==> src/hw/rtl/lpht_pkg.sv <==
package lpht_pkg;

    localparam int TABLE_SLOTS = 4096;
    localparam int PROBE_COUNT = 4;
    localparam int SLOT_W      = $clog2(TABLE_SLOTS);
    localparam int PROBE_W     = (PROBE_COUNT > 1) ? $clog2(PROBE_COUNT) : 1;
    localparam int MASK_W      = 12;
    localparam int ROW_W       = 128;
    localparam int QUEUE_DEPTH = 2;

    localparam logic [1:0] CMD_LOOKUP = 2'd0;
    localparam logic [1:0] CMD_STORE  = 2'd1;
    localparam logic [1:0] CMD_CLEAR  = 2'd2;

    localparam logic [1:0] REG_INDEX_MASK = 2'd0;
    localparam logic [1:0] REG_PV_TYPE    = 2'd1;

    // one classified command, as handed from front to back
    typedef struct packed {
        logic [1:0]  cmd;
        logic [63:0] key;
        logic [63:0] data;
        logic        new_pv;
    } t_job;

    typedef struct packed {
        logic        hit;
        logic [7:0]  depth;
        logic [31:0] score;
        logic [15:0] move;
        logic [1:0]  kind;
    } t_result;

endpackage

==> src/hw/rtl/lpht_front.sv <==
module lpht_front (
    input  logic                i_clk,
    input  logic                i_rst_n,
    input  logic                i_valid,
    output logic                o_stall,
    input  logic [1:0]          i_cmd,
    input  logic [63:0]         i_key,
    input  logic signed [7:0]   i_search_depth,
    input  logic signed [31:0]  i_score,
    input  logic [15:0]         i_best_move,
    input  logic [1:0]          i_kind,
    input  logic [1:0]          i_pv_type_code,
    output logic                o_job_valid,
    input  logic                i_job_take,
    output lpht_pkg::t_job      o_job
);

    lpht_pkg::t_job r_q [lpht_pkg::QUEUE_DEPTH];
    logic [0:0] r_wp, r_rp;
    logic [1:0] r_cnt;
    lpht_pkg::t_job w_job;
    logic w_push, w_pop;

    always_comb begin
        w_job.cmd    = i_cmd;
        w_job.key    = i_key;
        w_job.data   = {6'd0, i_kind, i_best_move, i_search_depth, i_score};
        w_job.new_pv = (i_kind == i_pv_type_code);
    end

    assign o_stall     = (r_cnt == 2'(lpht_pkg::QUEUE_DEPTH));
    assign w_push      = i_valid && !o_stall;
    assign o_job_valid = (r_cnt != 2'd0);
    assign w_pop       = o_job_valid && i_job_take;
    assign o_job       = r_q[r_rp];

    always_ff @(posedge i_clk) begin
        if (w_push) begin
            r_q[r_wp] <= w_job;
        end
        if (!i_rst_n) begin
            r_wp  <= '0;
            r_rp  <= '0;
            r_cnt <= '0;
        end else begin
            if (w_push) r_wp <= r_wp + 1'b1;
            if (w_pop)  r_rp <= r_rp + 1'b1;
            r_cnt <= r_cnt + 2'(w_push) - 2'(w_pop);
        end
    end

endmodule

==> config.mk <==
export PLATFORM = sky130hd
export DESIGN_NAME = lpht_front
export DESIGN_NICKNAME = d
export VERILOG_FILES = /design/src/hw/rtl/lpht_pkg.sv /design/src/hw/rtl/lpht_front.sv
export SDC_FILE = /design/constraint.sdc
export NUM_CORES = 1
export LEC_CHECK = 0
export BUFFER_PORTS_ARGS = -buffer_cell sky130_fd_sc_hd__buf_2
export CAP_MARGIN = 15
export CELL_PAD_IN_SITES_DETAIL_PLACEMENT = 0
export CELL_PAD_IN_SITES_GLOBAL_PLACEMENT = 1
export CORE_MARGIN = 5
export CORE_UTILIZATION = 30
export CTS_CLUSTER_DIAMETER = 100
export DETAILED_ROUTE_END_ITERATION = 6
export GPL_ROUTABILITY_DRIVEN = 0
export HOLD_SLACK_MARGIN = 0.12
export PLACE_DENSITY_LB_ADDON = 0.1
export SLEW_MARGIN = 15
export SYNTH_ARGS = -nofsm -noshare
export SYNTH_HDL_FRONTEND = slang
export SYNTH_SLANG_ARGS = --single-unit
export TNS_END_PERCENT = 30
==> constraint.sdc <==
create_clock -name i_clk -period 8.6 [get_ports i_clk]
set_input_delay 0.86 -clock i_clk [delete_from_list [all_inputs] [get_ports i_clk]]
set_output_delay 0.86 -clock i_clk [all_outputs]
set_load 0.03 [all_outputs]
==> results of run 1 <==
[power breakdown]
group | switching [W] | internal [W] | total, W
combinational | 0.000844 | 0.000460 | 0.00130
clock | 0.000459 | 0.000675 | 0.00113
sequential | 0.0000616 | 0.00161 | 0.00167
total | 0.00136 | 0.00274 | 0.00410
[through the flow]
step                      util (%)  std cells  hold WS [ns]  cell area [um^2]
final                         38.5       1129         0.507             12100
after CTS                     38.5       1127         0.482             12100
after global routing          38.5       1128         0.489             12100
after detailed placement      35.7       1074         0.500             11200
after floorplan                  -        431         0.455              9540
after global placement        35.7       1074         0.496             11200
[flip-flops by register name, indices dropped and copies added, names as in the netlist, named ones only]
register  cells
r_rp          1
r_wp          1
r_cnt         2
r_q         250
[worst max-delay path, cell delays in order (launching register included)]
cell	delay [ns]
dfxtp_4	0.58
buf_4	0.75
mux2_2	0.43
buf_2	0.18
[synth_stat cells, drive strengths merged]
cell type / count / area [um^2]
edfxtp: 250 / 7510
mux2: 125 / 1600
buf: 20 / 159
dfxtp: 5 / 100
nor2: 5 / 18.8
inv: 3 / 11.3
xor2: 3 / 26.3
and2: 2 / 12.5
ha: 2 / 25.0
nand2: 2 / 7.51
nand2b: 2 / 12.5
and3: 1 / 6.26
conb: 1 / 3.75
mux2i: 1 / 10.0
nor3: 1 / 5.00
o21a: 1 / 7.51
or2: 1 / 6.26
xnor2: 1 / 8.76
[metal layers]
metal	track usage (%)	share of wire, %	wire length [um]	vias to the layer above
met5	0	0.41	85	-
met4	2.60	2.4	486	14
met3	5.86	12	2400	47
met2	17.5	46	9510	190
met1	13.4	39	8120	2354
li1	-	-	-	2226
[worst max path at each step]
stage	cells after the start	slack (ns)	endpoint	from
after floorplan	2	1.84	r_q[0][0]	i_valid
after global placement	5	4.88	r_q[0][53]	i_valid
after detailed placement	5	4.86	r_q[0][53]	i_valid
after CTS	3	5.11	o_job[35]	flop
after global routing	3	5.03	o_job[35]	flop
final	3	5.22	o_job[35]	flop
[cell type report]
class	count	area (um^2)	area share, %
Tap cell	402	503	4.15
Clock buffer	36	752	6.21
Sequential cell	255	7610	62.9
Timing Repair Buffer	261	1320	10.9
Clock inverter	17	131	1.08
Multi-Input combinational cell	153	1780	14.7
Antenna cell	2	5.00	0.0413
Inverter	3	11.3	0.0930
[cell families after synthesis]
group           synth area share [%]
flops                           79.9
compound gates                0.0789
other cells                   0.0394
xor+xnor                       0.368
simple gates                   0.723
buf+inv                         1.79
fa+ha+maj                      0.263
mux                             16.9
==> out/qor.txt, run 1 <==
Via count = 4831
Vias per inst = 4.28
Largest net degree at the start of global routing = 68
First-pass GRT wire length = 30800 um
Clk root buf = clkbuf_16
Final Hold Fails = 0
Die Area = 35400 um^2
Rows = 65
Final setup viols = 0
Final TNS setup = 0 ns
Max Transition Viols Final = 0
DR pass1 iterations = 4
Clk_lat worst skew = 0.52 ns
Max Cap Violations = 0
TritonCTS Sinks = 255
Final period utilization = 39.3%
Most frequent cells in the layout = buf_2, edfxtp_1, mux2_2
Power density cells = 339 nW/um^2
Post-synthesis cell area = 9520 um^2
R2r endpoint = r_q[0][53]
Relative slew slack = 32.3%
Critical path arrival = 2.52 ns
Post-route ant nets = 0
H-tree Lvls = 1
Status = complete, no violations
Leakage = 4.59 nW
Detailed Route Iter0 Violations = 142
Type of the worst min-delay path = flop to flop
R2R depth = 5
Worst reg-to-reg setup slack = 5.33 ns
Hpwl dp = 13900 um
R2r startpoint = r_cnt[0]
GRT Util Overall = 11.1%
Synthesized flop and latch total = 255
Starting Density = 30.3%
VDD IR max = 213 uV
Filler Cell Count = 2971
Worst slack, placed = 4.86 ns
Critical setup path kind = flop to output pin
CTS Hold Bufs = 0
Mapped Cells = 426
Fin worst setup slack = 5.22 ns
Clock period minus worst slack = 3.38 ns
Maximum fanout along the worst path = 59
Die Span X = 188 um
Most common cell after layout, fill and taps aside = buf_2
CTS Buffer Depth = 3
Clk pin slew, worst setup/hold paths = 0.05 ns
TritonCTS clock tree = done
Chip height = 188 um
Overflow after GRT = 0
Yosys cell types = 21
Placeable Area = 31500 um^2
Area Overhead vs Synth = 27.2%
Routed len/inst = 18.2 um
Initial antenna violation count = 8
Hold Path Depth = 2
CTS Buf Count = 29
Hold_sp = r_rp
Residual DRC = 0
Fin nets = 835
Port Buffers = 256
Post-layout power = 0.00410 W
Post-Route WL = 20600 um
FMAX = 296 MHz
CP Capture Type = output pin
Worst Skew = 0.00469 ns
Post-cts resize count = 0
Post-Syn Area per Cell = 22.4 um^2
Worst Max-Slew Pin Slew = 1.02 ns
Boundary Pins = 263
Worst Path Required = 7.74 ns
RSZ-0062 raised after global routing = no
Synth warn = 0
Share of cells above drive strength 1 = 59.0%
Vias in the first global route = 5317
Register area share after synthesis = 79.9%
CP startpoint kind = flop
Total setup buffers inserted after CTS = 0
(Power assumes the default switching activity.)
==> run 2: changes to the inputs <==
==> constraint.sdc (replaced) <==
create_clock -name i_clk -period 3.2 [get_ports i_clk]
set_input_delay 0.32 -clock i_clk [delete_from_list [all_inputs] [get_ports i_clk]]
set_output_delay 0.32 -clock i_clk [all_outputs]
set_load 0.03 [all_outputs]
==> run 2 against run 1 <==
  * Critical path type unchanged
  * Clock skew increased by 0.013 ns
  * Combinational power grew to 2.8 times the previous value
  * Critical path depth stayed put
  * Wire length is 0.61% higher
  * First-iteration DRC count up 48%
  * Sequential share of layout area down 6.6 points
  * Global-route usage up 0.067 points
==> out/qor.txt, run 2 (synthesis gave the netlist of run 1 again) <==
Status = complete, no violations (unchanged)
Port Buffers = 256 (unchanged)
First-pass GRT wire length = 31800 um (was 30800 um)
Clk root buf = clkbuf_16 (unchanged)
Worst Max-Slew Pin Slew = 0.852 ns (was 1.02 ns)
Fin nets = 963 (was 835)
Hold slack = 0.188 ns (was 0.507 ns)
Vias per inst = 4.19 (was 4.28)
Multi-input logic area = 1780 um^2 (unchanged)
Hold_sp = i_pv_type_code[0] (was r_rp)
Largest regs = r_q x250, r_cnt x2 (unchanged)
CTS Buf Count = 30 (was 29)
CTS Buffer Depth = 3 (unchanged)
Detailed Route Iter0 Violations = 210 (was 142)
Share of cells above drive strength 1 = 50.8% (was 59.0%)
Hold Path Depth = 3 (was 2)
Maximum fanout along the worst path = 30 (was 59)
Routed len/inst = 16.5 um (was 18.2 um)
R2R depth = 3 (was 5)
Relative slew slack = 43.2% (was 32.3%)
Storage cell area = 7610 um^2 (unchanged)
Worst Skew = 0.0173 ns (was 0.00469 ns)
Final setup viols = 0 (unchanged)
Number of flip-flops in the largest register = 250 (unchanged)
R2r startpoint = r_cnt[0] (unchanged)
Vias in the first global route = 5850 (was 5317)
TritonCTS clock tree = done (unchanged)
Clk pin slew, worst setup/hold paths = 0.06 ns (was 0.05 ns)
Power density cells = 846 nW/um^2 (was 339 nW/um^2)
GRT Util Overall = 11.1% (about the same)
Die Area = 35400 um^2 (unchanged)
Non-filler cells, final = 1258 (was 1129)
Largest net degree at the start of global routing = 97 (was 68)
Total setup buffers inserted after CTS = 0 (unchanged)
CP Capture Type = output pin (unchanged)
Max Cap Violations = 0 (unchanged)
DR pass1 iterations = 6 (was 4)
Placeable Area = 31500 um^2 (unchanged)
Hpwl dp = 13500 um (was 13900 um)
Residual DRC = 0 (unchanged)
Final period utilization = 78.5%
Max Transition Viols Final = 0 (unchanged)
Clk_lat worst skew = 0.54 ns (was 0.52 ns)
Boundary Pins = 263 (unchanged)
Post-cts resize count = 0 (unchanged)
Die Span X = 188 um (unchanged)
Area Overhead vs Synth = 42.0% (was 27.2%)
Most frequent cells in the layout = buf_2, edfxtp_1, dlygate4sd3_1 (was buf_2, edfxtp_1, mux2_2)
Critical path arrival = 2.19 ns (was 2.52 ns)
Type of the worst min-delay path = primary input to flop (was flop to flop)
Via count = 5276 (was 4831)
Rows = 65 (unchanged)
Most common cell after layout, fill and taps aside = buf_2 (unchanged)
Leakage = 5.18 nW (was 4.59 nW)
H-tree Lvls = 1 (unchanged)
Initial antenna violation count = 2 (was 8)
TritonCTS Sinks = 255 (unchanged)
Overflow after GRT = 0 (unchanged)
Starting Density = 30.3% (unchanged)
CTS Hold Bufs = 125 (was 0)
Chip height = 188 um (unchanged)
CP startpoint kind = flop (unchanged)
Largest reg by FF count = r_q (unchanged)
Filler Cell Count = 2807 (was 2971)
Clock period minus worst slack = 2.51 ns
Worst Path Required = 2.88 ns (was 7.74 ns)
FMAX = 398 MHz
RSZ-0062 raised after global routing = no (unchanged)
Post-route ant nets = 0 (unchanged)
VDD IR max = 522 uV (was 213 uV)
Dpl cells = 1076 (was 1074)
Final Hold Fails = 0 (unchanged)
Critical setup path kind = flop to output pin (unchanged)
Post-Route WL = 20700 um (was 20600 um)
[run 2: layout make-up]
cell class | instances | share of cell area (%)
Multi-Input combinational cell | 153 | 13.1
Antenna cell | 1 | 0.0185
Clock inverter | 14 | 1.05
Timing Repair Buffer | 388 | 19.5
Sequential cell | 255 | 56.3
Clock buffer | 42 | 6.19
Inverter | 3 | 0.0833
Tap cell | 402 | 3.72
[run 2: through the flow]
step / util [%] / setup TNS, ns / power [W] / worst slack, ns / instance area [um^2]
floorplan: - / -88.56 / 0.00719 / -0.708 / 9550
global placement: 35.9 / 0 / 0.00813 / 1.27 / 11300
detailed placement: 35.9 / 0 / 0.00817 / 1.22 / 11300
CTS: 42.9 / 0 / 0.0117 / 0.616 / 13500
global route: 42.9 / 0 / 0.0120 / 0.568 / 13500
finish: 42.9 / 0 / 0.0114 / 0.688 / 13500
[run 2: critical path: stages, from the launching register on]
cell,delay (ns)
dfxtp_4,0.64
buf_4,0.40
mux2_2,0.39
buf_2,0.18
[run 2: power breakdown]
group,total [W],internal (W),switching (W)
logic,0.00364,0.00137,0.00226
clock network,0.00331,0.00205,0.00126
registers,0.00450,0.00431,0.000186
[run 2: path summary, 6_finish.rpt]
kind	end	slack, ns
worst max-delay path	o_job[129]	0.69
worst min-delay path	r_q[0][0]	0.19
worst max register to register	r_q[1][105]	1.37
worst min register to register	flop	0.52
[run 2: per-layer routing]
| metal | GRT usage (%) | vias up | part of all wire, % |
|---|---|---|---|
| li1 | - | 2483 | - |
| met1 | 13.7 | 2549 | 41 |
| met2 | 17.7 | 203 | 46 |
| met3 | 5.16 | 39 | 11 |
| met4 | 2.99 | 2 | 2.4 |
| met5 | 0 | - | 0.034 |
==> run 3: changes to the inputs <==
==> constraint.sdc (replaced) <==
create_clock -name i_clk -period 2.2 [get_ports i_clk]
set_input_delay 0.22 -clock i_clk [delete_from_list [all_inputs] [get_ports i_clk]]
set_output_delay 0.22 -clock i_clk [all_outputs]
set_load 0.03 [all_outputs]
==> run 3 against run 2 <==
  * Wire length grew 1.6%
  * Clock skew increased by 0.0015 ns
  * Total power grew 45%
  * Worst setup slack got worse by 0.49 ns
  * Clock-buffer cell count is 9 lower
  * Design area is 0.76% higher
  * Worst hold slack improved by 0.22 ns
  * Global-route usage increased by 0.20 points
  * Register-to-register slack got worse by 0.81 ns
  * Utilization increased by 0.33 points
  * Largest cell class unchanged
  * Largest power group unchanged
==> out/qor.txt, run 3 (synthesis gave the netlist of run 1 again) <==
CP startpoint kind = flop (unchanged)
Via count = 5238 (was 5276)
Worst Path Required = 1.98 ns (was 2.88 ns)
Multi-input logic area = 1790 um^2 (was 1780 um^2)
Max Cap Violations = 0 (unchanged)
Filler Cell Count = 2823 (was 2807)
Maximum fanout along the worst path = 25 (was 30)
Clock period minus worst slack = 2.01 ns
Critical setup path kind = flop to output pin (unchanged)
Post-cts resize count = 0 (unchanged)
CP Capture Type = output pin (unchanged)
Final setup viols = 0 (unchanged)
Antenna Cells = 0 (was 1)
Largest reg by FF count = r_q (unchanged)
Worst slack, placed = 0.461 ns (was 1.22 ns)
Placeable Area = 31500 um^2 (unchanged)
Clk pin slew, worst setup/hold paths = 0.06 ns (about the same)
Critical path arrival = 1.79 ns (was 2.19 ns)
Most frequent cells in the layout = buf_2, edfxtp_1, dlygate4sd3_1 (unchanged)
Area Overhead vs Synth = 43.0% (was 42.0%)
Largest regs = r_q x250, r_cnt x2 (unchanged)
Starting Density = 30.3% (unchanged)
Fin nets = 973 (was 963)
Vias per inst = 4.14 (was 4.19)
GRT Util Overall = 11.3% (was 11.1%)
Initial antenna violation count = 1 (was 2)
Port Buffers = 256 (unchanged)
TritonCTS Sinks = 255 (unchanged)
Post-route ant nets = 0 (unchanged)
Number of flip-flops in the largest register = 250 (unchanged)
Hold slack = 0.404 ns (was 0.188 ns)
Fin worst setup slack = 0.193 ns (was 0.688 ns)
Rows = 65 (unchanged)
Largest stage delay, worst path = 0.36 ns (was 0.64 ns)
Most common cell after layout, fill and taps aside = buf_2 (unchanged)
Hpwl dp = 13700 um (was 13500 um)
Vias in the first global route = 5870 (was 5850)
Detailed Route Iter0 Violations = 168 (was 210)
Worst Skew = 0.0188 ns (was 0.0173 ns)
Overflow after GRT = 0 (unchanged)
RSZ-0062 raised after global routing = no (unchanged)
CTS Buf Count = 28 (was 30)
Worst path most repeated cell = buf_12
Clk root buf = clkbuf_16 (unchanged)
Residual DRC = 0 (unchanged)
Post-Route WL = 21100 um (was 20700 um)
DR pass1 iterations = 4 (was 6)
Share of cells above drive strength 1 = 51.2% (was 50.8%)
Chip height = 188 um (unchanged)
Boundary Pins = 263 (unchanged)
Relative slew slack = 59.9% (was 43.2%)
Die Area = 35400 um^2 (unchanged)
Die Span X = 188 um (unchanged)
Power density cells = 1220 nW/um^2 (was 846 nW/um^2)
Final period utilization = 91.2%
Clk_lat worst skew = 0.53 ns (was 0.54 ns)
H-tree Lvls = 1 (unchanged)
Max Transition Viols Final = 0 (unchanged)
Storage cell area = 7610 um^2 (about the same)
FMAX = 498 MHz
CTS Buffer Depth = 3 (unchanged)
Worst path cell trace = buf_12, buf_12, mux2_2, buf_2 (was buf_4, mux2_2, buf_2)
Type of the worst min-delay path = primary input to flop (unchanged)
Status = complete, no violations (unchanged)
TritonCTS clock tree = done (unchanged)
VDD IR max = 653 uV (was 522 uV)
Slowest library cell on the worst path = mux2_2 (was dfxtp_4)
First-pass GRT wire length = 32300 um (was 31800 um)
Routed len/inst = 16.7 um (was 16.5 um)
Leakage = 5.23 nW (was 5.18 nW)
Final Hold Fails = 0 (unchanged)
Largest net degree at the start of global routing = 87 (was 97)
Worst Max-Slew Pin Slew = 0.602 ns (was 0.852 ns)
## run 3: worst max-delay path: cells and delay by family (launching register included)
kind | cells | cell delay (ns)
flip-flops | 1 | 0.35
buffers and inverters | 3 | 0.53
multiplexers | 1 | 0.36
## run 3: final timing paths
| check | from | endpoint | slack (ns) | cells after the start |
|---|---|---|---|---|
| worst max register to register | r_cnt[0] | r_q[0][94] | 0.56 | 4 |
| worst min register to register | r_rp | r_rp | 0.52 | 2 |
| worst max-delay path | flop | o_job[121] | 0.19 | 4 |
| worst min-delay path | i_key[2] | r_q[1][61] | 0.40 | 2 |
## run 3: layout make-up
type | count | area share [%]
clock buffer | 33 | 5.44
sequential | 255 | 55.9
multi-input combinational | 153 | 13.2
clock inverter | 18 | 1.18
inverter | 3 | 0.0827
tap | 402 | 3.69
timing repair buffer | 400 | 20.6
## run 3: through the flow
step | setup TNS (ns) | std cells | power [W] | util [%] | area [um^2]
finish | 0 | 1264 | 0.0166 | 43.3 | 13600
global route | 0 | 1264 | 0.0174 | 43.3 | 13600
CTS | 0 | 1264 | 0.0169 | 43.3 | 13600
detailed placement | 0 | 1079 | 0.0120 | 36.1 | 11400
global placement | 0 | 1079 | 0.0120 | 36.1 | 11400
floorplan | -108.52 | 431 | 0.0105 | - | 9570
## run 3: metal layers
layer | GRT usage (%) | part of all wire, %
met5 | 0 | 0.062
met4 | 2.63 | 2.1
met3 | 4.54 | 9.7
met1 | 14.5 | 42
met2 | 18.2 | 46
## run 3: power breakdown
| part | leakage [nW] | internal [W] | switching, W |
|---|---|---|---|
| combinational | 2.41 | 0.00217 | 0.00344 |
| sequential | 2.38 | 0.00627 | 0.000183 |
| clock | 0.444 | 0.00274 | 0.00180 |
## run 3: repair_timing
| action | CTS | global route |
|---|---|---|
| endpoints found under the hold margin | 255 | 0 |
| hold buffers | 129 | 0 |
| setup buffers | 5 | 0 |
| setup endpoints to repair | 104 | 0 |
